[src/rtl/core/bbd_pkg.sv]
`timescale 1ns / 1ps
// ----------------------------------------------------------------------------
// bbd_pkg
// Shared types and constants of the bilinear Bayer demosaic block.
// ----------------------------------------------------------------------------
package bbd_pkg;

    localparam int PIX_W    = 8;
    localparam int FW_W     = 12;  // frame_width register
    localparam int FH_W     = 13;  // frame_height register
    localparam int CFG_IDX_W = 2;
    localparam int CFG_DAT_W = 13;

    localparam logic [CFG_IDX_W-1:0] CFG_FRAME_WIDTH  = 2'd0;
    localparam logic [CFG_IDX_W-1:0] CFG_FRAME_HEIGHT = 2'd1;

    localparam logic [FW_W-1:0] FRAME_WIDTH_RST  = 12'd640;
    localparam logic [FH_W-1:0] FRAME_HEIGHT_RST = 13'd480;

    // 3x3 window, entry index row*3+col, row 0 oldest line, col 0 oldest column
    typedef logic [8:0][PIX_W-1:0] t_win;

    // one output site inside the window, with its edge and color flags
    typedef struct packed {
        logic [1:0] row;
        logic [1:0] col;
        logic       top;
        logic       bottom;
        logic       left;
        logic       right;
        logic       odd_row;
        logic       green;
    } t_site;

    typedef struct packed {
        logic [PIX_W-1:0] red;
        logic [PIX_W-1:0] green;
        logic [PIX_W-1:0] blue;
    } t_rgb;

endpackage

[src/rtl/core/bbd_interp.sv]
`timescale 1ns / 1ps
// ----------------------------------------------------------------------------
// bbd_interp
// Bilinear interpolation of one site of the 3x3 window, edges mirrored.
// ----------------------------------------------------------------------------
module bbd_interp (
    input  bbd_pkg::t_win  i_win,
    input  bbd_pkg::t_site i_site,
    output bbd_pkg::t_rgb  o_rgb
);

    function automatic logic [bbd_pkg::PIX_W-1:0] win_at(
        input bbd_pkg::t_win win,
        input logic [1:0]    row,
        input logic [1:0]    col
    );
        logic [3:0] idx;
        idx = 4'(row) * 4'd3 + 4'(col);
        if (row == 2'd3 || col == 2'd3) begin
            return '0;
        end
        return win[idx];
    endfunction

    logic [1:0] row_up, row_dn, col_lf, col_rt;
    logic [bbd_pkg::PIX_W-1:0] ctr, hn, vn, di, gm;
    logic [bbd_pkg::PIX_W:0]   hn_sum, vn_sum, gm_sum;
    logic [bbd_pkg::PIX_W+1:0] di_sum;
    logic [bbd_pkg::PIX_W-1:0] r_ch, g_ch, b_ch;

    always_comb begin
        row_up = i_site.top    ? i_site.row + 2'd1 : i_site.row - 2'd1;
        row_dn = i_site.bottom ? i_site.row - 2'd1 : i_site.row + 2'd1;
        col_lf = i_site.left   ? i_site.col + 2'd1 : i_site.col - 2'd1;
        col_rt = i_site.right  ? i_site.col - 2'd1 : i_site.col + 2'd1;

        ctr    = win_at(i_win, i_site.row, i_site.col);
        hn_sum = {1'b0, win_at(i_win, i_site.row, col_lf)}
               + {1'b0, win_at(i_win, i_site.row, col_rt)};
        vn_sum = {1'b0, win_at(i_win, row_up, i_site.col)}
               + {1'b0, win_at(i_win, row_dn, i_site.col)};
        di_sum = {2'b00, win_at(i_win, row_up, col_lf)}
               + {2'b00, win_at(i_win, row_up, col_rt)}
               + {2'b00, win_at(i_win, row_dn, col_lf)}
               + {2'b00, win_at(i_win, row_dn, col_rt)};
        hn     = hn_sum[bbd_pkg::PIX_W:1];
        vn     = vn_sum[bbd_pkg::PIX_W:1];
        di     = di_sum[bbd_pkg::PIX_W+1:2];
        gm_sum = {1'b0, vn} + {1'b0, hn};
        gm     = gm_sum[bbd_pkg::PIX_W:1];

        if (i_site.green) begin
            g_ch = ctr;
            if (i_site.odd_row) begin
                r_ch = hn;
                b_ch = vn;
            end else begin
                r_ch = vn;
                b_ch = hn;
            end
        end else if (i_site.odd_row) begin
            r_ch = ctr;
            g_ch = gm;
            b_ch = di;
        end else begin
            b_ch = ctr;
            g_ch = gm;
            r_ch = di;
        end

        // red and blue leave swapped
        o_rgb.red   = b_ch;
        o_rgb.green = g_ch;
        o_rgb.blue  = r_ch;
    end

endmodule
[config.mk]
export PLATFORM = sky130hd
export DESIGN_NAME = bbd_interp
export DESIGN_NICKNAME = d
export VERILOG_FILES = /design/src/rtl/core/bbd_pkg.sv /design/src/rtl/core/bbd_interp.sv
export SDC_FILE = /design/constraint.sdc
export NUM_CORES = 1
export LEC_CHECK = 0
export ABC_AREA = 1
export ABC_CLOCK_PERIOD_IN_PS = 14800
export BUFFER_PORTS_ARGS = -buffer_cell sky130_fd_sc_hd__buf_4
export CELL_PAD_IN_SITES_DETAIL_PLACEMENT = 2
export CELL_PAD_IN_SITES_GLOBAL_PLACEMENT = 2
export CORE_ASPECT_RATIO = 1.5
export CORE_UTILIZATION = 33
export DETAILED_ROUTE_END_ITERATION = 8
export PLACE_DENSITY_LB_ADDON = 0.1
export SYNTH_ARGS = -nofsm -noshare
export SYNTH_HDL_FRONTEND = slang
export SYNTH_SLANG_ARGS = --single-unit
[constraint.sdc]
create_clock -name vclk -period 14.8
set_input_delay 2.22 -clock vclk [all_inputs]
set_output_delay 2.22 -clock vclk [all_outputs]
set_load 0.005 [all_outputs]
== Word-level counts from Yosys, hierarchy flattened ==
Cells that the tools add are included.
Operators by class
  reductions and logical operators: 9
  eq/ne operators: 6
  mux-type cells: 56
  add/subtract/negate cells: 19
  $mul: 3
  magnitude comparators: 9
Operators with widths (count)
  8-bit binary-select mux with 4-bit select: 9
  8-bit two-way mux: 34
  4-bit by 5-bit < comparator with 1-bit output, second input constant: 9
  4-bit by 2-bit adder with 4-bit output: 9
  8-bit by 8-bit adder with 9-bit output: 4
  2-bit equality test, second input constant: 6
  2-bit by 2-bit multiplier with 4-bit output, second input constant: 3
  10-bit by 8-bit adder with 10-bit output: 1
  9-bit by 8-bit adder with 10-bit output: 1
  1-bit logical OR: 9
  1-bit two-way mux: 9
  2-bit two-way mux: 4
  2-bit by 1-bit adder with 2-bit output, second input constant: 2
  2-bit by 1-bit subtractor with 2-bit output, second input constant: 2
Word-level totals
  logic and storage cells: 102
  input bits: 82
  output and inout bits: 24
  register bits after elaboration: 0

== Longest topological paths before layout ==
  word-level depth: 12
  mapped depth: 33
  mapped depth without buffers: 33

== Worst setup path after synthesis ==
OpenSTA, ideal clock, no wires.
  kind: input to output
  start: input i_site[8] in the netlist's numbering
  end: output o_rgb[7] in the netlist's numbering
  stages on the path: 26
  required time: 12.580 ns
  path slack: 5.105 ns
  data arrival time: 7.475 ns
  path buffers: 2
  path through: inv_1 > ha_1 > xnor2_1 > ha_1 > inv_1 > fa_1 > inv_1 > clkbuf_1 > clkbuf_1 > a21oi_1 > a21oi_1 > o21ai_0 > a21oi_1 > fa_1 > fa_1 > nor3b_1 > nand3_1 > fa_1 > o21ai_0 > a21oi_1 > o21ai_0 > a21o_1 > a21oi_1 > nor2_1 > nor2_1 > a21oi_1
RTL lines
  start: declaration: line bbd_interp.sv:8  | input bbd_pkg::t_site i_site,
  end: declaration: line bbd_interp.sv:9  | output bbd_pkg::t_rgb o_rgb

==> out/results.txt <==
Post-Synth Adder-Cell Area = 15.0%
Fin crit share = 76.9%
Yosys warns = 0
Slew @ Worst Pin = 1.27 ns
Total power = 0.00129 W
WS Path Type = in -> out
Simple-gate share of the synthesized area = 31.1%
# Post-CTS Setup Buffers = 0
Fill cell count = 3013
Layout Cells excl Fill = 1742
Post-synth cell types = 50
N_diodes = 0
Clock buffers = 0
GP Congestion = 0.970
Slew HR = 14.2%
Core Area = 0.0224 mm^2
Final Hold Fails = 0
Share of layout cells above drive strength 1 = 10.5%
First-pass GRT wire length = 62.5 mm
Avg Inst Size Synth = 5.29 um^2
Failing checks = design-rule violations
DPL Wire Length = 35.0 mm
Worst VDD drop = 70.1 uV
Setup TNS = 0 ns
DR pass1 iterations = 7
Setup violators final = 0
Cts-stage hold buffer count = 0
Register area = 0 um^2
Type of the worst min-delay path = in -> out
Post-placement cell count = 1742
Critical Path RT = 12.58 ns
Grt ovf = 0
Run status = complete, but fails checks
Largest family of logic cells by synthesized area = compound AO/OA/AOI/OAI gates
Seq Cell Count = 0
Setup crit end kind = output pin
Compound-gate portion of the synthesized area = 34.0%
P_leak = 4.37 nW
Cells after synthesis = 1424
Layout net count = 1625
Area growth, synth to finish = 11.8%
Synth cell count leaders = nand2_1 (300), o21ai_0 (233), inv_1 (223)
Largest net degree at the start of global routing = 76
Unrepaired setup endpoints after global routing = no
Synth Cell Area = 0.00753 mm^2
Post-Synth XOR/XNOR Area = 3.62%
Initial antenna violation count = 0
Largest area contributor in the netlist = o21ai_0
Vias in the first global route = 11000
I/O Pins = 106
Number of core rows = 67
Port bufs = 106
Slew Limit Fails = 0
Die X = 125 um
Fin crit period = 11.38 ns
Total global-route track usage = 34.7%
Synth area leaders = o21ai_0 (15%), nand2_1 (15%), inv_1 (11%)
Sequential fraction of the synthesis area = 0%
Crit start category = primary input
Max-cap viol count = 0
Routed Antenna Nets = 0
Wire per inst = 23.6 um
Synth top area share = 15.5%
Power per Cell Area = 153 mW/mm^2
Mapped Nets = 1581
Initial Util = 33.7%
Worst hold start = i_site[0]
Max incr delay on CP = 0.51 ns
Worst Path Arrival = 9.16 ns
Max Fanout on Critical Path = 24
Fmax = 87.9 MHz
Vias per inst = 5.93
Mux contribution to synthesized area = 0.266%
Via Count = 10300
Worst hold slack = 4.91 ns
Most numerous cell in the Yosys netlist = nand2_1
1st-iter DRT viols = 397
Die area = 0.0235 mm^2
Slowest stage cell, crit path = fa_1
Beginning of the critical path = i_site[8]
Pre-CTS setup slack = 3.42 ns
Die Ht = 187 um
Cts repair resizes = 0
Worst Setup Slack, final = 3.42 ns
Total wire length = 41.0 mm
DRC = 3
worst paths after layout:
| check | slack, ns | cells past startpoint | endpoint |
|---|---|---|---|
| setup / recovery | 3.42 | 30 | o_rgb[21] |
| hold / removal | 4.91 | 4 | o_rgb[13] |
kinds of logic after synthesis:
| family | after synthesis |
|---|---|
| compound gates | 465 |
| xor+xnor | 23 |
| fa+ha+maj | 75 |
| buf+inv | 305 |
| mux | 2 |
| simple gates | 554 |
power breakdown:
group,total [W],internal (W),switching [W],leakage [nW]
clock,0,0,0,0
sequential,0,0,0,0
combinational,0.00129,0.000436,0.000853,4.37
worst max-delay path, delay by kind of cell:
family / cells / cell delay (ns)
xor+xnor: 2 / 0.52
simple gates: 9 / 1.68
buf+inv: 7 / 1.10
compound gates: 6 / 1.23
fa+ha+maj: 6 / 2.39
cells in the final DEF (no fill, tap or decap), drive strengths merged, types with 3 or more instances in the layout:
cell / count
nand2: 310
nand3: 90
clkinv: 5
o31ai: 8
a211oi: 8
o21ai: 245
or2: 6
o211ai: 11
xor2: 14
a21oi: 144
a31oi: 6
nor4: 7
o221ai: 12
nand4: 9
nor3: 17
buf: 112
a21o: 3
nor2: 113
fa: 26
ha: 49
o22ai: 11
xnor2: 9
inv: 230
a311oi: 9
area by class of cell:
| cell class | count | area, um^2 | share of cell area [%] |
|---|---|---|---|
| inverters | 235 | 885 | 10.5 |
| multi-input cells | 1119 | 6350 | 75.4 |
| well taps | 276 | 345 | 4.10 |
| repair buffers | 112 | 841 | 9.99 |
routing by layer:
metal | routed length, um | vias up | track usage, %
li1 | - | 4817 | -
met1 | 15500 | 5081 | 36.3
met2 | 21200 | 287 | 66.1
met3 | 1260 | 141 | 2.35
met4 | 3070 | 0 | 22.3
met5 | 0 | - | 0
through the flow:
| step | utilization (%) | area, um^2 |
|---|---|---|
| after floorplan | - | 7530 |
| after global placement | 37.6 | 8420 |
| after detailed placement | 37.6 | 8420 |
| after CTS | 37.6 | 8420 |
| after global routing | 37.6 | 8420 |
| final | 37.6 | 8420 |
Note: power is estimated with default switching activity, not from simulation.
